<file path="src/rtl/ttli_pkg.sv">
package ttli_pkg;

  localparam int DATA_W   = 48;
  localparam int DEF_ROWS = 256;
  localparam int DEF_COLS = 16;
  localparam int CNT_W    = 9;
  localparam int NCOL_W   = 5;
  localparam int CFG_IDX_W = 2;

  localparam logic [1:0] OP_TIME   = 2'd0;
  localparam logic [1:0] OP_SAMPLE = 2'd1;
  localparam logic [1:0] OP_QUERY  = 2'd2;

  localparam logic [2:0] ST_INTERP = 3'd0;
  localparam logic [2:0] ST_FIRST  = 3'd1;
  localparam logic [2:0] ST_LAST   = 3'd2;
  localparam logic [2:0] ST_ZERO   = 3'd3;
  localparam logic [2:0] ST_EMPTY  = 3'd4;

  localparam logic [CFG_IDX_W-1:0] REG_ROWS = 2'd0;
  localparam logic [CFG_IDX_W-1:0] REG_COLS = 2'd1;

  typedef struct packed {
    logic times_we;
    logic times_re;
    logic smp_we;
    logic smp_re;
  } mem_ctl_t;

endpackage

</file>
<file path="src/rtl/ttli_div.sv">
module ttli_div
  import ttli_pkg::*;
(
  input  logic              clk,
  input  logic              rst_n,
  input  logic              start,
  input  logic [DATA_W-1:0] num,
  input  logic [DATA_W-1:0] den,
  output logic              done,
  output logic [16:0]       q
);

  logic [DATA_W:0]   rem_r, rem_nxt;
  logic [DATA_W-1:0] den_r, den_nxt;
  logic [16:0]       q_r, q_nxt;
  logic [4:0]        cnt_r, cnt_nxt;
  logic              busy_r, busy_nxt;
  logic              done_r, done_nxt;
  logic              ge;
  logic [DATA_W:0]   rsub;
  logic [16:0]       qs;
  logic [17:0]       qr;

  always_comb begin
    ge       = rem_r >= {1'b0, den_r};
    rsub     = ge ? rem_r - {1'b0, den_r} : rem_r;
    qs       = {q_r[15:0], ge};
    qr       = {1'b0, qs} + 18'(({rsub[DATA_W-1:0], 1'b0} >= {1'b0, den_r}) ? 1 : 0);
    rem_nxt  = rem_r;
    den_nxt  = den_r;
    q_nxt    = q_r;
    cnt_nxt  = cnt_r;
    busy_nxt = busy_r;
    done_nxt = 1'b0;
    if (start) begin
      rem_nxt  = {1'b0, num};
      den_nxt  = den;
      q_nxt    = '0;
      cnt_nxt  = 5'd17;
      busy_nxt = 1'b1;
    end else if (busy_r) begin
      cnt_nxt = cnt_r - 5'd1;
      if (cnt_r == 5'd1) begin
        q_nxt    = (qr > 18'd65536) ? 17'd65536 : qr[16:0];
        busy_nxt = 1'b0;
        done_nxt = 1'b1;
      end else begin
        q_nxt   = qs;
        rem_nxt = {rsub[DATA_W-1:0], 1'b0};
      end
    end
  end

  always_ff @(posedge clk) begin
    if (!rst_n) begin
      busy_r <= 1'b0;
      done_r <= 1'b0;
      cnt_r  <= '0;
    end else begin
      busy_r <= busy_nxt;
      done_r <= done_nxt;
      cnt_r  <= cnt_nxt;
    end
    rem_r <= rem_nxt;
    den_r <= den_nxt;
    q_r   <= q_nxt;
  end

  assign done = done_r;
  assign q    = q_r;

endmodule

</file>
<file path="config.mk">
export PLATFORM = sky130hd
export DESIGN_NAME = ttli_div
export DESIGN_NICKNAME = d
export VERILOG_FILES = /design/src/rtl/ttli_pkg.sv /design/src/rtl/ttli_div.sv
export SDC_FILE = /design/constraint.sdc
export NUM_CORES = 1
export LEC_CHECK = 0
export BUFFER_PORTS_ARGS = -buffer_cell sky130_fd_sc_hd__buf_2
export CAP_MARGIN = 40
export CORE_MARGIN = 2
export CORE_UTILIZATION = 42
export CTS_BUF_LIST = sky130_fd_sc_hd__clkbuf_8
export CTS_CLUSTER_SIZE = 24
export DETAILED_ROUTE_END_ITERATION = 6
export PLACE_DENSITY_LB_ADDON = 0.15
export SLEW_MARGIN = 40
export SYNTH_ARGS = -nofsm -noshare
export SYNTH_HDL_FRONTEND = slang
export SYNTH_SLANG_ARGS = --single-unit
</file>
<file path="constraint.sdc">
create_clock -name clk -period 8.4 [get_ports clk]
set_input_delay 0.84 -clock clk [delete_from_list [all_inputs] [get_ports clk]]
set_output_delay 0.84 -clock clk [all_outputs]
set_load 0.1 [all_outputs]
</file>
[Yosys cells after proc, flatten, opt, wreduce, memory -nomap -nowiden]
Index checks and enable logic that the tools add are counted.
Storage, ports and cells
  output and inout bits: 18
  register bits: 121
  input port bits: 99
  logic and storage cells: 37
Operators by class
  bitwise logic cells: 3
  add/sub/neg operators: 3
  muxes and demuxes: 13
  equal/unequal tests: 2
  reductions and logical operators: 5
  magnitude comparators: 3
Operators with widths (number)
  2-to-1 mux 48 bit: 4
  >= comparator 49 x 48 -> 1 bit: 2
  subtractor 48 bit: 1
  2-to-1 mux 17 bit: 2
  adder 17 x 1 -> 18 bit: 1
  greater-than comparator 18 x 17 -> 1 bit, second input constant: 1
  2-to-1 mux 5 bit: 2
  == test 5 x 1 -> 1 bit, second input constant: 1
  2-to-1 mux 1 bit: 5
  subtractor 5 x 1 -> 5 bit, second input constant: 1
  AND reduction 2 bit: 2
  inverter 1 bit: 3
  OR reduction 3 bit: 1
  != test 2 bit, second input constant: 1
  nonzero test 2 bit: 1
  OR reduction 2 bit: 1

[Longest topological paths before layout]
Gate-level depths: netlist of the first run.
  depth after elaboration: 8
  mapped depth: 39
  mapped depth without buffers: 35

[Worst setup path before layout of the first run]
No wires, ideal clock.
  path type: flip-flop to flip-flop
  from: register rem_r[0]
  to: register q_r[2], in the netlist q[2]
  cell stages (with the launch flop): 38
  clock period less this slack: 6356 ps
  library setup time: 100 ps
  required time: 8300 ps
  data arrival time: 6256 ps
  path slack: 2044 ps
  path buffers: 2
  cells stage by stage: edfxtp_1 inv_1 ha_1 inv_1 fa_1 a21o_1 a21o_1 a21oi_2 o22ai_1 or3_1 a21o_1 a21oi_1 xnor2_1 o21ai_1 ha_1 a21o_1 a21o_1 a21oi_1 [2 not listed] o21ai_0 a31oi_1 o21a_1 o21ai_0 o2111ai_1 ha_1 and3_1 clkbuf_1 nand2_1 xnor2_1 a2111oi_2 nand3_1 o41ai_4 nand3b_2 buf_6 a21oi_1 o21ai_0 o311ai_1
On the way
  cells in the longest elaborated chain, start to end: 8
  elaborated cells on any way between the ends: 9
  those cells by class: add/sub (2); order compare (3); mux (4)
RTL lines
  start, declared: RTL line ttli_div.sv:13  | logic [DATA_W:0] rem_r, rem_nxt;
  start signal, assigned: RTL line ttli_div.sv:64  | rem_r <= rem_nxt;
  subtractor 48 bit or >= comparator 49 x 48 -> 1 bit (tied branches): RTL line ttli_div.sv:26, ttli_div.sv:25
  2-to-1 mux 48 bit: RTL line ttli_div.sv:26  | rsub = ge ? rem_r - {1'b0, den_r} : rem_r;
  >= comparator 49 x 48 -> 1 bit: RTL line ttli_div.sv:28  | qr = {1'b0, qs} + 18'(({rsub[DATA_W-1:0], 1'b0} >= {1'b0, den_r}) ? 1 : 0);
  2-to-1 mux 1 bit: RTL line ttli_div.sv:28
  adder 17 x 1 -> 18 bit (*): RTL line ttli_div.sv:28
  greater-than comparator 18 x 17 -> 1 bit: RTL line ttli_div.sv:44  | q_nxt = (qr > 18'd65536) ? 17'd65536 : qr[16:0];
  2-to-1 mux 17 bit (*): RTL line ttli_div.sv:44
  2-to-1 mux 17 bit (*): RTL line ttli_div.sv:43  | if (cnt_r == 5'd1) begin
  end signal, assigned: RTL line ttli_div.sv:66  | q_r <= q_nxt;
  end, declared: RTL line ttli_div.sv:15  | logic [16:0] q_r, q_nxt;
Every way passes the cells marked *; elsewhere a longest branch is shown, timed or not.
A chain may end at the register's enable or synchronous reset.

[Worst setup path in the final report of the first run]
  from: register rem_r[11]
  to: register q_r[1], in the netlist q[1]
The elaborated chain is that of the path after synthesis.

==> flow_summary_export.csv, run 1 <==
group,metric,value,unit
finish,areaGrowthSynthToFinish,12.08,%
critical_path,cp.arrival,8.03,ns
sta,hold_ws,0.4786,ns
global_routing,grt_antenna_before_repair,2,
critical_path,cp.required,8.77,ns
clocking,ctsHtreeMaxLevel,4,
synthesis,ys_seq_area_frac,0.3481,
floorplanning,num_io_pins,117,
synthesis,post-synth-top-count-cell,"nand2_1",
routing,drtPass1Iterations,5,
clocking,ctsRootBufferMaster,"clkbuf_8",
pwr,p_per_area,302.3,mW/mm²
placement,placed_area,0.01047,mm²
sta,slew_viol_final,0,
synthesis,yosysWarnings,0,
sta,fin_skew,0.01530,ns
synthesis,async_reset_ff_frac,0,
pwr,seqPwrFrac,0.259,
clocking,tritoncts,"yes",
sta,finalSetupViolations,0,
clocking,clockBufferDepth,2,
routing,drtAntennaViolNets,0,
synthesis,synth_cells,1052,
global_routing,grt_use_total,0.2177,
sta,max_slew_margin,0.5085,
finish,nNetsFinal,1344,
global_routing,overflow,0,
clocking,ctsHoldBuffers,0,
pwr,clockPowerShare,0.170,
sta,worst_pin_slew,0.7362,ns
critical_path,endpoint_kind,"flop",
routing,drcViolationCount,0,
finish,fin_util,0.4796,
synthesis,yosysTopAreaCellShare,0.2966,
routing,drt_iter0_drc,575,
placement,gp_congestion,0.9190,
synthesis,synthTopCellsByCount,"111 x nand2_1, 99 x ha_1, 96 x edfxtp_1, 71 x a21oi_1, 68 x inv_1",
sta,fmax,130.4,MHz
synthesis,yosys.area.top_type,"edfxtp_1",
pwr,comb_power_share,0.571,
placement,hpwl,19700,µm
floorplanning,core.rowCount,55,
critical_path,startpoint,"rem_r[11]",
flow_run,maxCapViolations,0,
global_routing,grt_pass1_vias,8102,
finish,drive_gt1_frac,0.1969,
pwr,p_int,1.828,mW
global_routing,grt_max_degree,76,
pwr,power_switching,1.464,mW
synthesis,ys_top_cells_by_area,"edfxtp_1 30%, ha_1 13%, dfxtp_1 5.1%",
pwr,vdd_drop_max,0.1253,mV
critical_path,cp-start-kind,"flop",
clocking,cts_buffers,17,
finish,final_cell_area,0.01089,mm²
worst_hold_path,min-delay-start,"q[16]",
placement,portBuffers,116,
clocking,path_clk_slew,0.09,ns
routing,routed_wl,25790,µm
synthesis,syn_nets,1251,
routing,vias,8184,
clocking,cts_setup_buffers,0,
critical_path,cp_top_family,"compound AO/OA/AOI/OAI gates",
routing,viasPerCell,5.672,
synthesis,synth_ff_type,"edfxtp_1",
synthesis,avgSynthCellArea,9.238,µm²
critical_path,cp_slowest_cell,"ha_1",
critical_path,reg2reg_from,"rem_r[11]",
finish,antenna-diode-count,0,
sta,rsz0062_at_grt,"no",
worst_hold_path,hold_class,"reg2reg",
global_routing,grt_first_pass_wirelength,41670,µm
synthesis,synth_cell_type_count,79,
synthesis,synth-seq-cells,121,
critical_path,worstSetupPathType,"reg2reg",
routing,wire_per_inst,17.87,µm
clocking,clkLatencyLatePin,0.47,ns
clocking,clock_sinks,121,
floorplanning,core,0.02271,mm²
run_status,outcome,"finished, final reports clean",
sta,final-hold-violation-count,0,
floorplanning,die-area,0.02437,mm²
critical_path,crit_fanout,51,
sta,fin_crit_sh,0.9127,
critical_path,cp_num_buf_inv,1,
synthesis,syn_area,0.009718,mm²
floorplanning,die_w,156.1,µm
floorplanning,chipHeight,156.1,µm
sta,min_period,7.666,ns
clocking,cts_resized,0,
synthesis,synth-edff-count,96,
floorplanning,start_util,0.4279,
sta,setup-tns-final,0,ns
critical_path,max_stage_delay,0.47,ns
finish,fillerInstances,2232,
pwr,sw_frac_of_total,0.4447,
pwr,p_leak,4.717,nW
[logic make-up after synthesis]
| logic type | after synthesis | share of synthesized area |
|---|---|---|
| AOI/OAI and AO/OA | 306 | 0.2077 |
| and+or+nand+nor | 299 | 0.1501 |
| DFF | 121 | 0.3481 |
| buffers and inverters | 119 | 0.05511 |
| adders and majority gates | 100 | 0.1295 |
| xor gates and xnor gates | 58 | 0.05227 |
| muxes | 49 | 0.05717 |
[cell usage in the layout, fill, tap and decap left out, types with 25 or more instances in the layout]
cell type / Yosys / layout
nand2_1: 111 / 111
a21o_1: 34 / 34
o21ai_1: 41 / 41
xnor2_1: 34 / 34
nand4_1: 25 / 25
mux2_2: 44 / 44
dfxtp_1: 25 / 25
ha_1: 99 / 99
edfxtp_1: 96 / 96
nor2_1: 57 / 57
o21ai_0: 51 / 51
a21oi_1: 71 / 71
buf_2: 12 / 115
inv_1: 68 / 68
[power by group through the flow]
stage | combinational (mW) | clock [mW] | sequential (mW)
finish | 1.88 | 0.560 | 0.851
global route | 2.12 | 0.602 | 0.864
CTS | 1.87 | 0.577 | 0.851
detailed placement | 1.86 | 0 | 0.862
global placement | 1.85 | 0 | 0.863
floorplan | 1.43 | 0 | 0.862
[through the flow]
step	power, mW	std cells	worst slack (ns)
final	3.292	1443	0.7335
after global routing	3.583	1443	0.1314
after CTS	3.300	1443	0.6663
after detailed placement	2.723	1411	0.7275
after global placement	2.717	1411	0.7467
after floorplan	2.291	1052	2.044
[worst reg2reg max path: cells and delay by family (launching register included)]
kind / cells / cell delay [ns]
AOI/OAI and AO/OA: 19 / 4.50
xor gates and xnor gates: 1 / 0.10
adders and majority gates: 3 / 1.14
buffers and inverters: 1 / 0.20
DFF: 1 / 0.40
and+or+nand+nor: 8 / 1.23
[layer usage]
metal	track usage	wire length (µm)
met5	0	27
met2	0.3649	12120
met1	0.2867	11890
met3	0.04333	1333
met4	0.05941	417
[path summary, 6_finish.rpt]
kind         depth (start not counted)  slack (ns)     to
min                                  2        0.48  q[16]
max reg2reg                         32        0.73   q[1]
min reg2reg                          2        0.48  q[16]
max                                 32        0.73   q[1]
[area by class of cell]
cell class	count	area (µm²)	share of cell area
inverters	69	261.5	0.02401
multi-input cells	812	5817	0.5341
repair buffers	124	659.4	0.06054
clock buffers	18	247.7	0.02275
clock inverters	14	166.4	0.01528
flip-flops and latches	121	3383	0.3106
well taps	285	356.6	0.03274
[registers in the layout, summed over array words and instances, names as in the netlist]
signal / count
done: 1
busy_r: 1
q: 17
rem_r: 49
den_r: 48
cnt_r: 5
No activity file was read; power rests on OpenSTA's default activity.
==> run 2: changes to the inputs <==
- REMOVE_ABC_BUFFERS: not set -> 1
==> run 2 against run 1 <==
- utilization grew 0.13 points
- critical path depth decreased by 1
- combinational power is essentially flat
- sequential cell count is the same
- clock power increased by 8.9%
- count of clock-buffer cells in the layout shrank 1
- non-clock buffer count grew 2
- design area increased by 0.26%
- power rose by 0.74%
- register-to-register slack worse by 0.09 ns
- critical endpoint is now q[5]
- largest power group unchanged
==> flow_summary_export.csv, run 2 (same netlist as run 1, synthesis figures left out) <==
group,metric,value,unit
run_status,outcome,"finished, final reports clean",
global_routing,overflow,0,
pwr,power_switching,1.465,mW
floorplanning,die_w,156.1,µm
pwr,vdd_drop_max,0.1141,mV
global_routing,grt_antenna_before_repair,0,
critical_path,cp.required,8.82,ns
routing,drtPass1Iterations,5,
pwr,seqPwrFrac,0.256,
pwr,p_per_area,303.7,mW/mm²
sta,setup-tns-final,0,ns
sta,min_period,7.761,ns
finish,antenna-diode-count,0,
clocking,path_clk_slew,0.09,ns
worst_hold_path,hold_class,"reg2reg",
clocking,cts_buffers,17,
pwr,p_leak,4.731,nW
floorplanning,chipHeight,156.1,µm
finish,fin_util,0.4809,
clocking,clock_sinks,121,
routing,drtAntennaViolNets,0,
finish,final_cell_mix,"115 x buf_2, 111 x nand2_1, 99 x ha_1, 96 x edfxtp_1, 71 x a21oi_1",
flow_run,maxCapViolations,0,
critical_path,crit_fanout,34,
finish,areaGrowthSynthToFinish,12.37,%
critical_path,worstSetupPathType,"reg2reg",
clocking,cts_resized,0,
sta,fmax,128.9,MHz
routing,routed_wl,25140,µm
global_routing,grt_pass1_vias,7887,
finish,max_flop_register,"rem_r",
floorplanning,num_io_pins,117,
finish,drive_gt1_frac,0.1991,
routing,drcViolationCount,0,
floorplanning,die-area,0.02437,mm²
floorplanning,start_util,0.4279,
routing,drt_iter0_drc,498,
pwr,clockPowerShare,0.184,
sta,worst_pin_slew,0.7122,ns
placement,gp_congestion,0.9034,
finish,largest_register_ffs,49,
critical_path,max_stage_delay,0.47,ns
critical_path,endpoint_kind,"flop",
global_routing,grt_max_degree,68,
global_routing,grt_first_pass_wirelength,40790,µm
routing,vias,8108,
sta,rsz0062_at_grt,"no",
sta,slew_viol_final,0,
placement,hpwl,19010,µm
finish,final_common_cell,"buf_2",
global_routing,grt_use_total,0.2106,
pwr,power,3.317,mW
clocking,cts_setup_buffers,0,
pwr,p_int,1.852,mW
clocking,clkLatencyLatePin,0.47,ns
pwr,comb_power_share,0.560,
critical_path,cp.arrival,8.18,ns
critical_path,cp_slowest_cell,"a2111oi_0",
critical_path,cp-start-kind,"flop",
sta,hold_ws,0.4808,ns
routing,viasPerCell,5.611,
sta,fin_crit_sh,0.9239,
placement,portBuffers,116,
placement,dpl_worst_slack,0.7044,ns
finish,nNetsFinal,1346,
pwr,sw_frac_of_total,0.4416,
sta,final-hold-violation-count,0,
clocking,clockBufferDepth,2,
sta,setup_slack,0.6392,ns
clocking,tritoncts,"yes",
clocking,ctsRootBufferMaster,"clkbuf_8",
sta,fin_skew,0.01720,ns
floorplanning,core.rowCount,55,
clocking,ctsHtreeMaxLevel,4,
sta,max_slew_margin,0.5252,
floorplanning,core,0.02271,mm²
clocking,ctsHoldBuffers,0,
routing,wire_per_inst,17.40,µm
sta,finalSetupViolations,0,
-- run 2: final cells by class --
type,instances,area (µm²)
clock buffers,17,234.0
clock inverters,15,201.4
fillers,2190,11790
inverters,69,261.5
multi-input cells,812,5822
flip-flops and latches,121,3383
well taps,285,356.6
repair buffers,126,661.9
-- run 2: worst max-delay path: cells and delay by family, from the launching register on --
family,cells,cell delay [ns]
AO/OA/AOI/OAI,18,4.35
AND/OR/NAND/NOR,8,1.39
adder cells (fa/ha/maj),3,1.09
flip-flops,1,0.41
buffers and inverters,1,0.36
XOR/XNOR,1,0.09
-- run 2: through the flow --
| step | cells | area (µm²) |
|---|---|---|
| 4_1_cts | 1445 | 10910 |
| 5_1_grt | 1445 | 10920 |
| 6_report | 1445 | 10920 |
| 3_5_place_dp | 1413 | 10480 |
| 2_1_floorplan | 1002 | 9444 |
| 3_3_place_gp | 1413 | 10470 |
-- run 2: layer usage --
layer,up-vias,global-route usage,part of all wire
li1,4081,-,-
met1,3821,0.2935,0.49
met2,178,0.3348,0.45
met3,28,0.04028,0.043
met4,0,0.05767,0.015
met5,-,0,0
-- run 2: final timing paths --
kind              from    end  slack [ns]  cells past startpoint
min reg2reg      q[16]  q[16]        0.48                      2
min              q[16]  q[16]        0.48                      2
max reg2reg  rem_r[11]   q[5]        0.64                     31
max          rem_r[11]   q[5]        0.64                     31
-- run 2: power groups by stage --
stage	Clock, mW	Combinational [mW]	Sequential [mW]
floorplan	0	1.37	0.866
global placement	0	1.83	0.862
detailed placement	0	1.84	0.860
CTS	0.623	1.85	0.851
global route	0.649	2.09	0.862
finish	0.610	1.86	0.850
