[src/rtl/ttli_pkg.sv]
package ttli_pkg;

  localparam int DATA_W   = 48;
  localparam int DEF_ROWS = 256;
  localparam int DEF_COLS = 16;
  localparam int CNT_W    = 9;
  localparam int NCOL_W   = 5;
  localparam int CFG_IDX_W = 2;

  localparam logic [1:0] OP_TIME   = 2'd0;
  localparam logic [1:0] OP_SAMPLE = 2'd1;
  localparam logic [1:0] OP_QUERY  = 2'd2;

  localparam logic [2:0] ST_INTERP = 3'd0;
  localparam logic [2:0] ST_FIRST  = 3'd1;
  localparam logic [2:0] ST_LAST   = 3'd2;
  localparam logic [2:0] ST_ZERO   = 3'd3;
  localparam logic [2:0] ST_EMPTY  = 3'd4;

  localparam logic [CFG_IDX_W-1:0] REG_ROWS = 2'd0;
  localparam logic [CFG_IDX_W-1:0] REG_COLS = 2'd1;

  typedef struct packed {
    logic times_we;
    logic times_re;
    logic smp_we;
    logic smp_re;
  } mem_ctl_t;

endpackage

[src/rtl/ttli_if.sv]
interface ttli_in_if;
  import ttli_pkg::*;
  logic                     valid;
  logic                     ready;
  logic [1:0]               opcode;
  logic [7:0]               row;
  logic [3:0]               column;
  logic signed [DATA_W-1:0] write_value;
  logic signed [DATA_W-1:0] query_time;
  modport source (output valid, opcode, row, column, write_value, query_time, input ready);
  modport sink (input valid, opcode, row, column, write_value, query_time, output ready);
endinterface

interface ttli_out_if;
  import ttli_pkg::*;
  logic                     valid;
  logic                     ready;
  logic [3:0]               out_column;
  logic signed [DATA_W-1:0] out_value;
  logic [2:0]               status;
  logic                     last;
  modport source (output valid, out_column, out_value, status, last, input ready);
  modport sink (input valid, out_column, out_value, status, last, output ready);
endinterface

interface ttli_cfg_if;
  import ttli_pkg::*;
  logic                 valid;
  logic                 ready;
  logic [CFG_IDX_W-1:0] index;
  logic [CNT_W-1:0]     data;
  modport source (output valid, index, data, input ready);
  modport sink (input valid, index, data, output ready);
endinterface

[src/rtl/ttli_ctrl.sv]
module ttli_ctrl
  import ttli_pkg::*;
#(
  parameter int ROWS = DEF_ROWS,
  parameter int COLS = DEF_COLS,
  parameter int RAW  = $clog2(ROWS),
  parameter int CAW  = (COLS > 1) ? $clog2(COLS) : 1
) (
  input  logic               clk,
  input  logic               rst_n,
  ttli_in_if.sink            in_ch,
  ttli_out_if.source         out_ch,
  ttli_cfg_if.sink           cfg_ch,
  output mem_ctl_t           mem_ctl,
  output logic [RAW-1:0]     times_addr,
  output logic [RAW+CAW-1:0] smp_addr,
  output logic [DATA_W-1:0]  mem_wdata,
  input  logic [DATA_W-1:0]  times_rdata,
  input  logic [DATA_W-1:0]  smp_rdata,
  output logic               div_start,
  output logic [DATA_W-1:0]  div_num,
  output logic [DATA_W-1:0]  div_den,
  input  logic               div_done,
  input  logic [16:0]        div_q
);

  localparam int NRW   = $clog2(ROWS + 1);
  localparam int NCMAX = (COLS < 16) ? COLS : 16;

  typedef enum logic [3:0] {
    S_IDLE, S_EMPTY, S_FIRST, S_LASTT, S_SCAN, S_DIV,
    S_P0, S_P1, S_MUL, S_FIN, S_HOLD_RD, S_HOLD
  } state_t;

  state_t                   state_r, state_nxt;
  logic signed [DATA_W-1:0] t_r, t_nxt;
  logic [NRW-1:0]           nrow_r, nrow_nxt;
  logic [NCOL_W-1:0]        ncol_r, ncol_nxt;
  logic [RAW-1:0]           i_r, i_nxt;
  logic signed [DATA_W-1:0] prev_r, prev_nxt;
  logic [RAW-1:0]           hrow_r, hrow_nxt;
  logic [2:0]               hstat_r, hstat_nxt;
  logic [3:0]               col_r, col_nxt;
  logic [16:0]              q_r, q_nxt;
  logic signed [DATA_W-1:0] p0_r, p0_nxt;
  logic [DATA_W-1:0]        mag_r, mag_nxt;
  logic                     neg_r, neg_nxt;
  logic [64:0]              prod_r, prod_nxt;
  logic [CNT_W-1:0]         rows_cfg_r;
  logic [NCOL_W-1:0]        cols_cfg_r;

  logic                     ovalid_r, ovalid_nxt;
  logic [3:0]               ocol_r, ocol_nxt;
  logic [DATA_W-1:0]        oval_r, oval_nxt;
  logic [2:0]               ostat_r, ostat_nxt;
  logic                     olast_r, olast_nxt;

  logic                     in_acc, out_free, is_last, row_ok, col_ok;
  logic [NRW-1:0]           nrow_calc;
  logic [NCOL_W-1:0]        ncol_calc;
  logic signed [DATA_W-1:0] tr_s, sr_s;
  logic signed [DATA_W:0]   diff, tdiff;
  logic [DATA_W:0]          step;
  logic signed [DATA_W+1:0] v;
  logic [DATA_W-1:0]        vsat;
  logic [RAW-1:0]           last_row;

  function automatic logic [RAW+CAW-1:0] saddr(input logic [RAW-1:0] r, input logic [3:0] c);
    logic [CAW-1:0] cx;
    cx = CAW'(c);
    return {r, cx};
  endfunction

  always_comb begin
    tr_s      = times_rdata;
    sr_s      = smp_rdata;
    in_acc    = in_ch.valid && in_ch.ready;
    out_free  = !ovalid_r || out_ch.ready;
    is_last   = ({1'b0, col_r} + 5'd1) == ncol_r;
    row_ok    = 32'(in_ch.row) < ROWS;
    col_ok    = 32'(in_ch.column) < COLS;
    nrow_calc = (32'(rows_cfg_r) > ROWS) ? NRW'(ROWS) : NRW'(rows_cfg_r);
    if (cols_cfg_r == '0) begin
      ncol_calc = NCOL_W'(1);
    end else if (32'(cols_cfg_r) > NCMAX) begin
      ncol_calc = NCOL_W'(NCMAX);
    end else begin
      ncol_calc = cols_cfg_r;
    end
    last_row  = RAW'(nrow_r - NRW'(1));
    diff      = {sr_s[DATA_W-1], sr_s} - {p0_r[DATA_W-1], p0_r};
    tdiff     = {t_r[DATA_W-1], t_r} - {prev_r[DATA_W-1], prev_r};
    step      = (DATA_W + 1)'((prod_r + 65'd32768) >> 16);
    v         = neg_r ? {{2{p0_r[DATA_W-1]}}, p0_r} - {1'b0, step}
                      : {{2{p0_r[DATA_W-1]}}, p0_r} + {1'b0, step};
    if (v[DATA_W+1:DATA_W-1] == 3'b000 || v[DATA_W+1:DATA_W-1] == 3'b111) begin
      vsat = v[DATA_W-1:0];
    end else if (!v[DATA_W+1]) begin
      vsat = {1'b0, {(DATA_W-1){1'b1}}};
    end else begin
      vsat = {1'b1, {(DATA_W-1){1'b0}}};
    end

    state_nxt  = state_r;
    t_nxt      = t_r;
    nrow_nxt   = nrow_r;
    ncol_nxt   = ncol_r;
    i_nxt      = i_r;
    prev_nxt   = prev_r;
    hrow_nxt   = hrow_r;
    hstat_nxt  = hstat_r;
    col_nxt    = col_r;
    q_nxt      = q_r;
    p0_nxt     = p0_r;
    mag_nxt    = mag_r;
    neg_nxt    = neg_r;
    prod_nxt   = prod_r;
    ovalid_nxt = ovalid_r && !out_ch.ready;
    ocol_nxt   = ocol_r;
    oval_nxt   = oval_r;
    ostat_nxt  = ostat_r;
    olast_nxt  = olast_r;
    mem_ctl    = '0;
    times_addr = '0;
    smp_addr   = '0;
    mem_wdata  = in_ch.write_value;
    div_start  = 1'b0;
    div_num    = tdiff[DATA_W-1:0];
    div_den    = DATA_W'(tr_s - prev_r);

    case (state_r)
      S_IDLE: begin
        if (in_acc) begin
          case (in_ch.opcode)
            OP_TIME: begin
              mem_ctl.times_we = row_ok;
              times_addr       = RAW'(in_ch.row);
            end
            OP_SAMPLE: begin
              mem_ctl.smp_we = row_ok && col_ok;
              smp_addr       = saddr(RAW'(in_ch.row), in_ch.column);
            end
            OP_QUERY: begin
              t_nxt    = in_ch.query_time;
              nrow_nxt = nrow_calc;
              ncol_nxt = ncol_calc;
              col_nxt  = '0;
              if (nrow_calc == '0) begin
                state_nxt = S_EMPTY;
              end else begin
                mem_ctl.times_re = 1'b1;
                state_nxt        = S_FIRST;
              end
            end
            default: ;
          endcase
        end
      end
      S_EMPTY: begin
        if (out_free) begin
          ovalid_nxt = 1'b1;
          ocol_nxt   = '0;
          oval_nxt   = '0;
          ostat_nxt  = ST_EMPTY;
          olast_nxt  = 1'b1;
          state_nxt  = S_IDLE;
        end
      end
      S_FIRST: begin
        prev_nxt = tr_s;
        if (nrow_r == NRW'(1) || t_r <= tr_s) begin
          hrow_nxt  = '0;
          hstat_nxt = ST_FIRST;
          state_nxt = S_HOLD_RD;
        end else begin
          mem_ctl.times_re = 1'b1;
          times_addr       = last_row;
          state_nxt        = S_LASTT;
        end
      end
      S_LASTT: begin
        if (t_r >= tr_s) begin
          hrow_nxt  = last_row;
          hstat_nxt = ST_LAST;
          state_nxt = S_HOLD_RD;
        end else begin
          i_nxt            = '0;
          mem_ctl.times_re = 1'b1;
          times_addr       = RAW'(1);
          state_nxt        = S_SCAN;
        end
      end
      S_SCAN: begin
        if (t_r >= prev_r && t_r <= tr_s) begin
          if (tr_s <= prev_r) begin
            hrow_nxt  = i_r;
            hstat_nxt = ST_ZERO;
            state_nxt = S_HOLD_RD;
          end else begin
            div_start = 1'b1;
            state_nxt = S_DIV;
          end
        end else if ((NRW + 1)'(i_r) + (NRW + 1)'(2) < (NRW + 1)'(nrow_r)) begin
          i_nxt            = i_r + RAW'(1);
          prev_nxt         = tr_s;
          mem_ctl.times_re = 1'b1;
          times_addr       = i_r + RAW'(2);
        end else begin
          hrow_nxt  = last_row;
          hstat_nxt = ST_LAST;
          state_nxt = S_HOLD_RD;
        end
      end
      S_DIV: begin
        if (div_done) begin
          q_nxt          = div_q;
          mem_ctl.smp_re = 1'b1;
          smp_addr       = saddr(i_r, col_r);
          state_nxt      = S_P0;
        end
      end
      S_P0: begin
        p0_nxt         = sr_s;
        mem_ctl.smp_re = 1'b1;
        smp_addr       = saddr(i_r + RAW'(1), col_r);
        state_nxt      = S_P1;
      end
      S_P1: begin
        neg_nxt   = diff[DATA_W];
        mag_nxt   = diff[DATA_W] ? DATA_W'(-diff) : diff[DATA_W-1:0];
        state_nxt = S_MUL;
      end
      S_MUL: begin
        prod_nxt  = 65'(mag_r) * 65'(q_r);
        state_nxt = S_FIN;
      end
      S_FIN: begin
        if (out_free) begin
          ovalid_nxt = 1'b1;
          ocol_nxt   = col_r;
          oval_nxt   = vsat;
          ostat_nxt  = ST_INTERP;
          olast_nxt  = is_last;
          if (is_last) begin
            state_nxt = S_IDLE;
          end else begin
            col_nxt        = col_r + 4'd1;
            mem_ctl.smp_re = 1'b1;
            smp_addr       = saddr(i_r, col_r + 4'd1);
            state_nxt      = S_P0;
          end
        end
      end
      S_HOLD_RD: begin
        mem_ctl.smp_re = 1'b1;
        smp_addr       = saddr(hrow_r, col_r);
        state_nxt      = S_HOLD;
      end
      S_HOLD: begin
        if (out_free) begin
          ovalid_nxt = 1'b1;
          ocol_nxt   = col_r;
          oval_nxt   = smp_rdata;
          ostat_nxt  = hstat_r;
          olast_nxt  = is_last;
          if (is_last) begin
            state_nxt = S_IDLE;
          end else begin
            col_nxt   = col_r + 4'd1;
            state_nxt = S_HOLD_RD;
          end
        end
      end
      default: state_nxt = S_IDLE;
    endcase
  end

  always_ff @(posedge clk) begin
    if (!rst_n) begin
      state_r    <= S_IDLE;
      ovalid_r   <= 1'b0;
      rows_cfg_r <= '0;
      cols_cfg_r <= NCOL_W'(1);
    end else begin
      state_r  <= state_nxt;
      ovalid_r <= ovalid_nxt;
      if (cfg_ch.valid && cfg_ch.index == REG_ROWS) begin
        rows_cfg_r <= cfg_ch.data;
      end
      if (cfg_ch.valid && cfg_ch.index == REG_COLS) begin
        cols_cfg_r <= cfg_ch.data[NCOL_W-1:0];
      end
    end
    t_r     <= t_nxt;
    nrow_r  <= nrow_nxt;
    ncol_r  <= ncol_nxt;
    i_r     <= i_nxt;
    prev_r  <= prev_nxt;
    hrow_r  <= hrow_nxt;
    hstat_r <= hstat_nxt;
    col_r   <= col_nxt;
    q_r     <= q_nxt;
    p0_r    <= p0_nxt;
    mag_r   <= mag_nxt;
    neg_r   <= neg_nxt;
    prod_r  <= prod_nxt;
    ocol_r  <= ocol_nxt;
    oval_r  <= oval_nxt;
    ostat_r <= ostat_nxt;
    olast_r <= olast_nxt;
  end

  assign in_ch.ready       = (state_r == S_IDLE);
  assign cfg_ch.ready      = 1'b1;
  assign out_ch.valid      = ovalid_r;
  assign out_ch.out_column = ocol_r;
  assign out_ch.out_value  = oval_r;
  assign out_ch.status     = ostat_r;
  assign out_ch.last       = olast_r;

endmodule

[src/flat_wrapper.sv]
// flat-port wrapper written by rule: the top's interface ports become plain ports
module ttli_ctrl_flat import ttli_pkg::*;
#(
  parameter int ROWS = DEF_ROWS,
  parameter int COLS = DEF_COLS,
  parameter int RAW  = $clog2(ROWS),
  parameter int CAW  = (COLS > 1) ? $clog2(COLS) : 1
)
  (clk, rst_n, mem_ctl, times_addr, smp_addr, mem_wdata, times_rdata, smp_rdata, div_start, div_num, div_den, div_done, div_q, in_ch_valid, in_ch_opcode, in_ch_row, in_ch_column, in_ch_write_value, in_ch_query_time, in_ch_ready, out_ch_valid, out_ch_out_column, out_ch_out_value, out_ch_status, out_ch_last, out_ch_ready, cfg_ch_valid, cfg_ch_index, cfg_ch_data, cfg_ch_ready);
  ttli_in_if in_ch_i ();
  ttli_out_if out_ch_i ();
  ttli_cfg_if cfg_ch_i ();
  input  logic clk;
  input  logic rst_n;
  output mem_ctl_t mem_ctl;
  output logic [RAW-1:0] times_addr;
  output logic [RAW+CAW-1:0] smp_addr;
  output logic [DATA_W-1:0] mem_wdata;
  input  logic [DATA_W-1:0] times_rdata;
  input  logic [DATA_W-1:0] smp_rdata;
  output logic div_start;
  output logic [DATA_W-1:0] div_num;
  output logic [DATA_W-1:0] div_den;
  input  logic div_done;
  input  logic [16:0] div_q;
  input wire logic [$bits(in_ch_i.valid)-1:0] in_ch_valid;
  input wire logic [$bits(in_ch_i.opcode)-1:0] in_ch_opcode;
  input wire logic [$bits(in_ch_i.row)-1:0] in_ch_row;
  input wire logic [$bits(in_ch_i.column)-1:0] in_ch_column;
  input wire logic [$bits(in_ch_i.write_value)-1:0] in_ch_write_value;
  input wire logic [$bits(in_ch_i.query_time)-1:0] in_ch_query_time;
  output wire logic [$bits(in_ch_i.ready)-1:0] in_ch_ready;
  output wire logic [$bits(out_ch_i.valid)-1:0] out_ch_valid;
  output wire logic [$bits(out_ch_i.out_column)-1:0] out_ch_out_column;
  output wire logic [$bits(out_ch_i.out_value)-1:0] out_ch_out_value;
  output wire logic [$bits(out_ch_i.status)-1:0] out_ch_status;
  output wire logic [$bits(out_ch_i.last)-1:0] out_ch_last;
  input wire logic [$bits(out_ch_i.ready)-1:0] out_ch_ready;
  input wire logic [$bits(cfg_ch_i.valid)-1:0] cfg_ch_valid;
  input wire logic [$bits(cfg_ch_i.index)-1:0] cfg_ch_index;
  input wire logic [$bits(cfg_ch_i.data)-1:0] cfg_ch_data;
  output wire logic [$bits(cfg_ch_i.ready)-1:0] cfg_ch_ready;
  assign in_ch_i.valid = in_ch_valid;
  assign in_ch_i.opcode = in_ch_opcode;
  assign in_ch_i.row = in_ch_row;
  assign in_ch_i.column = in_ch_column;
  assign in_ch_i.write_value = in_ch_write_value;
  assign in_ch_i.query_time = in_ch_query_time;
  assign in_ch_ready = in_ch_i.ready;
  assign out_ch_valid = out_ch_i.valid;
  assign out_ch_out_column = out_ch_i.out_column;
  assign out_ch_out_value = out_ch_i.out_value;
  assign out_ch_status = out_ch_i.status;
  assign out_ch_last = out_ch_i.last;
  assign out_ch_i.ready = out_ch_ready;
  assign cfg_ch_i.valid = cfg_ch_valid;
  assign cfg_ch_i.index = cfg_ch_index;
  assign cfg_ch_i.data = cfg_ch_data;
  assign cfg_ch_ready = cfg_ch_i.ready;
  ttli_ctrl #(.ROWS(ROWS), .COLS(COLS), .RAW(RAW), .CAW(CAW)) u_core (.clk(clk), .rst_n(rst_n), .in_ch(in_ch_i), .out_ch(out_ch_i), .cfg_ch(cfg_ch_i), .mem_ctl(mem_ctl), .times_addr(times_addr), .smp_addr(smp_addr), .mem_wdata(mem_wdata), .times_rdata(times_rdata), .smp_rdata(smp_rdata), .div_start(div_start), .div_num(div_num), .div_den(div_den), .div_done(div_done), .div_q(div_q));
endmodule
[config.mk]
export PLATFORM = sky130hd
export DESIGN_NAME = ttli_ctrl_flat
export DESIGN_NICKNAME = d
export VERILOG_FILES = /design/src/rtl/ttli_pkg.sv /design/src/rtl/ttli_if.sv /design/src/rtl/ttli_ctrl.sv /design/src/flat_wrapper.sv
export SDC_FILE = /design/constraint.sdc
export NUM_CORES = 2
export LEC_CHECK = 0
export ABC_AREA = 1
export BUFFER_PORTS_ARGS = -buffer_cell sky130_fd_sc_hd__buf_4
export CELL_PAD_IN_SITES_DETAIL_PLACEMENT = 1
export CELL_PAD_IN_SITES_GLOBAL_PLACEMENT = 1
export CORE_UTILIZATION = 45
export DETAILED_ROUTE_END_ITERATION = 16
export PLACE_DENSITY_LB_ADDON = 0.1
export REMOVE_ABC_BUFFERS = 1
export SLEW_MARGIN = 15
export SYNTH_ARGS = -nofsm -noshare
export SYNTH_HDL_FRONTEND = slang
export SYNTH_SLANG_ARGS = --single-unit
export TNS_END_PERCENT = 50
[constraint.sdc]
create_clock -name clk -period 7.7 [get_ports clk]
set_input_delay 0.385 -clock clk [delete_from_list [all_inputs] [get_ports clk]]
set_output_delay 0.385 -clock clk [all_outputs]
set_load 0.01 [all_outputs]
---- Word level (Yosys, flattened, before mapping) ----
Cells that the tools add are included.
Widths: inputs -> output; s select.
cells by class
  $add $sub $neg .......................... 13
  multipliers ............................. 1
  magnitude comparators ................... 7
  equal/unequal tests ..................... 32
  muxes and demuxes ....................... 92
  reduce and logical (&&, ||, !) cells .... 35
operators by type and width
  kind                    number
  $mux 48                 8
  $pmux 48 s3             1
  $mux 8                  13
  $ge 48x48->1            2
  $le 48x48->1            2
  $pmux 48 s2             1
  $sub 48x48->48          2
  $mux 4                  17
  $add 65x16->65 const B  1
  $mul 48x17->65          1
  $mux 12                 5
  $pmux 12 s5             1
  $add 50x49->50          1
  $mux 50                 1
  $sub 50x49->50          1
  $sub 48x48->49          1
  $neg 48->48             1
  $pmux 4 s12             1
  $pmux 8 s4              1
  $mux 3                  10
  $pmux 8 s3              1
  $mux 1                  21
  $pmux 3 s3              2
  $eq 4x3->1 const B      4
  other kinds (46)        81
storage, ports and cells
  flip-flop bits (word level) ............. 387
  input port bits ......................... 240
  output and inout bits ................... 228
  logic and storage cells ................. 202

---- Depth between registers and ports, before layout ----
  word-level depth ........................ 8
  gate-level depth with buffers ........... 35
  depth with buffers taken out ............ 33

---- Worst setup path before layout ----
OpenSTA, ideal clock, no wires.
  kind .................................... register to register
  start point ............................. register u_core.q_r[2]
  end point ............................... register u_core.prod_r[49] (data pin)
  library setup time ...................... 0.260 ns
  arrival time ............................ 5.866 ns
  data required time ...................... 7.440 ns
  setup slack ............................. 1.574 ns
  cell stages (with the launch flop) ...... 27
  path buffers ............................ 2
  clock period less this slack ............ 6.126 ns
  path through ............................ edfxtp_1 > clkbuf_1 > buf_1 > nand2_1 > fa_1 > inv_1 > fa_1 > inv_1 > fa_1 > inv_1 > fa_1 > fa_1 > inv_1 > fa_1 > inv_1 > ha_1 > a21oi_1 > inv_1 > a31oi_1 > nand2_1 > a21oi_1 > o21ai_0 > a21o_1 > a21oi_1 > inv_1 > a21oi_1 > xnor2_1
between the ends
  word-level cells in the longest chain between the ends .. 1
ends and longest elaborated chain
  element                 line              RTL
  start, declared         ttli_ctrl.sv:44   logic [16:0] q_r, q_nxt;
  start signal, assigned  ttli_ctrl.sv:302  q_r <= q_nxt;
  $mul 48x17->65          ttli_ctrl.sv:234  prod_nxt = 65'(mag_r) * 65'(q_r);
  end signal, assigned    ttli_ctrl.sv:306  prod_r <= prod_nxt;
  end, declared           ttli_ctrl.sv:48   logic [64:0] prod_r, prod_nxt;
No other way between the ends.
A chain may end at the register's enable or synchronous reset.

---- Worst setup path after layout ----
  start point ............................. register u_core.q_r[6]
  end point ............................... register u_core.prod_r[56] (data pin)
The elaborated chain is that of the path after synthesis.

==> impl_metrics.py <==
metrics = {
    "status": {
        "status": "finished clean",
    },
    "synth": {
        "synth.top_cell.area_share_pct": 23.6,
        "syn_area_sq_um": 58700,
        "yosysWarnings": 0,
        "ys_top_cells_by_count": "nand2_1 (2023), inv_1 (1799), fa_1 (691)",
        "synth.distinct_cells": 56,
        "synth_flop_cell": "edfxtp_1",
        "synth.largest_area_cell": "fa_1",
        "synthCells": 7974,
        "synthTopCellsByArea": "fa_1 (24%), edfxtp_1 (18%), nand2_1 (13%)",
        "synth_seq_cells": 371,
        "synth_edf_count": 352,
        "avgSynthCellArea_sq_um": 7.37,
        "seq_area_frac_synth_pct": 18.6,
        "synth.most_common_cell": "nand2_1",
        "async_flop_share_pct": 0,
    },
    "sta": {
        "finalSetupViolCount": 0,
        "min_period_ns": 7.33,
        "hold_ws_ns": 0.0437,
        "finalSetupTns_ns": 0,
        "hold_viol": 0,
        "max-slew-margin-rel_pct": 17.4,
        "worst_slack_ns": 0.369,
        "slew_violations": 0,
        "period_share_pct": 95.2,
        "fmax_mhz": 136,
        "rsz0062_at_grt": "no",
        "skew_ns": 0.0444,
        "tightest_slew_ns": 1.24,
    },
    "power": {
        "internal-power_w": 0.00427,
        "p_sw_share_pct": 33.1,
        "p_leak_nw": 33.9,
        "ir_drop_v": 0.000173,
        "clock_power_share_pct": 38.4,
        "power_switching_w": 0.00211,
        "p_per_area_nw_per_um2": 96.0,
        "seqPwrFrac_pct": 36.1,
        "comb_power_share_pct": 25.5,
    },
    "critical_path": {
        "arrival_ns": 7.69,
        "worst_setup_path_start_kind": "flop",
        "cp.required_ns": 8.06,
        "path_cells": "nand2_1 -> fa_1 -> inv_1 -> fa_1 -> inv_1 -> fa_1 -> inv_1 -> fa_1 -> fa_1 -> inv_1 -> fa_1 -> inv_1 -> ha_1 -> a21oi_1 -> inv_1 -> a21oi_1 -> o21a_1 -> nand3_1 -> a21oi_1 -> o21ai_0 -> a21oi_1 -> xnor2_1",
        "cp_max_fo": 18,
        "criticalPathCategory": "flop to flop",
        "critPathTopFamily": "adder cells",
        "critPathSlowestCell": "edfxtp_1",
        "crit_buf_inv": 6,
        "cp-end-kind": "flop",
        "slowest_delay_ns": 1.15,
    },
    "clocking": {
        "cts.sinks": 371,
        "cts-resized-gates": 0,
        "htreeDepth": 2,
        "cts_buffers": 50,
        "cts_root_buffer": "clkbuf_16",
        "clk_pin_slew_ns": 0.06,
        "post_cts_buffers": 0,
        "clock_path_buffers": 3,
        "clk-insertion-delay-late_ns": 0.67,
        "holdBufCountCts": 165,
        "cts_tree": "done",
    },
    "global_route": {
        "grt_pass1_wl_um": 353000,
        "antenna_found_initial": 5,
        "grt-ovfl-total": 0,
        "grt_start_max_net_pins": 52,
        "grt_use_total_pct": 35.1,
        "grt_pass1_vias": 59900,
    },
    "finish": {
        "fin_util_pct": 51.3,
        "drive_gt1_share_pct": 6.99,
        "finalInstanceArea_sq_um": 66500,
        "n_fill_cell": 16500,
        "area_delta_synth_final_pct": 13.2,
        "nets": 9714,
    },
    "drt": {
        "num_vias": 55300,
        "wl_per_cell_um": 22.8,
        "viasPerCell": 5.44,
        "routed_wl_um": 232000,
        "drtPass1Iterations": 5,
        "initialDrtViolationCount": 3572,
        "drc": 0,
        "ant_nets": 0,
    },
    "placed_design": {
        "place_congestion": 0.965,
        "io_buffers": 370,
        "place_area_sq_um": 63200,
        "dp_hpwl_um": 196000,
        "place_ws_ns": 0.450,
    },
    "floorplan": {
        "die_h_um": 363,
        "io_pins": 468,
        "die_w_um": 363,
        "core-area_sq_um": 129000,
        "initial_core_util_pct": 45.4,
        "dieArea_sq_um": 132000,
        "num_rows": 132,
    },
    "worst_hold_path": {
        "min_path_type": "primary input to flop",
    },
    "job": {
        "max_cap_viol_count": 0,
    },
}
-- state kept, by name (all words and copies together) (netlist names), 9 cells and up --
signal,flops
u_core.prod_r,50
u_core.q_r,17
u_core.nrow_r,9
u_core.prev_r,48
u_core.rows_cfg_r,9
u_core.t_r,48
u_core.mag_r,48
u_core.out_ch.out_value,48
u_core.p0_r,48
-- power by group through the flow --
stage / Combinational, W / Sequential, W / Clock (W)
floorplan: 0.000815 / 0.00234 / 0
global placement: 0.00149 / 0.00234 / 0
detailed placement: 0.00152 / 0.00235 / 0
CTS: 0.00160 / 0.00231 / 0.00249
global route: 0.00174 / 0.00231 / 0.00254
finish: 0.00163 / 0.00231 / 0.00245
-- final cells by class --
type                    instances  area (sq um)  share of cell area, %
diodes                          5          12.5                 0.0188
flip-flops and latches        371         11000                   16.5
well taps                    1742          2180                   3.28
repair buffers                624          5130                   7.72
clock inverters                30           324                  0.487
inverters                    1809          6790                   10.2
multi-input cells            5528         39800                   59.8
clock buffers                  62          1320                   1.98
-- cell usage in the layout, fill, tap and decap left out, drive strengths merged, types with 200 or more instances in the layout --
| cell type | Yosys | layout |
|---|---|---|
| xor2 | 200 | 200 |
| nor2 | 670 | 670 |
| edfxtp | 352 | 352 |
| nand2 | 2032 | 2032 |
| nand3 | 246 | 246 |
| buf | 93 | 459 |
| fa | 691 | 691 |
| inv | 1806 | 1810 |
| a21oi | 406 | 406 |
| ha | 399 | 399 |
| o21ai | 303 | 303 |
-- worst register-to-register path, delay by kind of cell, from the launching register on --
kind / cells / cell delay [ns]
flops: 1 / 1.15
simple gates: 2 / 0.41
compound gates: 6 / 1.62
buf+inv: 6 / 0.33
fa+ha+maj: 7 / 3.40
xor+xnor: 1 / 0.14
-- path summary, 6_finish.rpt --
path | start | endpoint | slack [ns] | cells past startpoint
worst max-delay path | u_core.q_r[6]$_DFFE_PP_ | u_core.prod_r[56]$_DFFE_PP_ | 0.37 | 22
worst min-delay path | cfg_ch_data[6] | u_core.rows_cfg_r[6]$_SDFFE_PN0P_ | 0.04 | 3
worst max register to register | u_core.q_r[6]$_DFFE_PP_ | u_core.prod_r[56]$_DFFE_PP_ | 0.37 | 22
worst min register to register | u_core.state_r[3]$_SDFFE_PN0P_ | u_core.state_r[3]$_SDFFE_PN0P_ | 0.49 | 2
-- metal layers --
| layer | global-route usage, % | share of wire, % |
|---|---|---|
| met4 | 13.4 | 4.2 |
| met3 | 5.39 | 5.6 |
| met2 | 60.6 | 48 |
| met5 | 1.67 | 0.14 |
| met1 | 43.9 | 42 |
-- cell families (layout without fill, tap and decap cells) --
logic type,after synthesis,count (layout),share of synthesized area [%]
compound gates,959,959,9.14
xor+xnor,305,305,4.55
fa+ha+maj,1090,1090,32.1
buf+inv,2075,2525,13.7
flops,371,371,18.6
other cells,1,6,0.00638
simple gates,3173,3173,21.9
-- stage by stage --
stage / power (W) / instances
after floorplan: 0.00316 / 7708
after global placement: 0.00384 / 9909
after CTS: 0.00639 / 10200
final: 0.00638 / 10200
after global routing: 0.00659 / 10200
after detailed placement: 0.00386 / 9909
(Power assumes the default switching activity.)
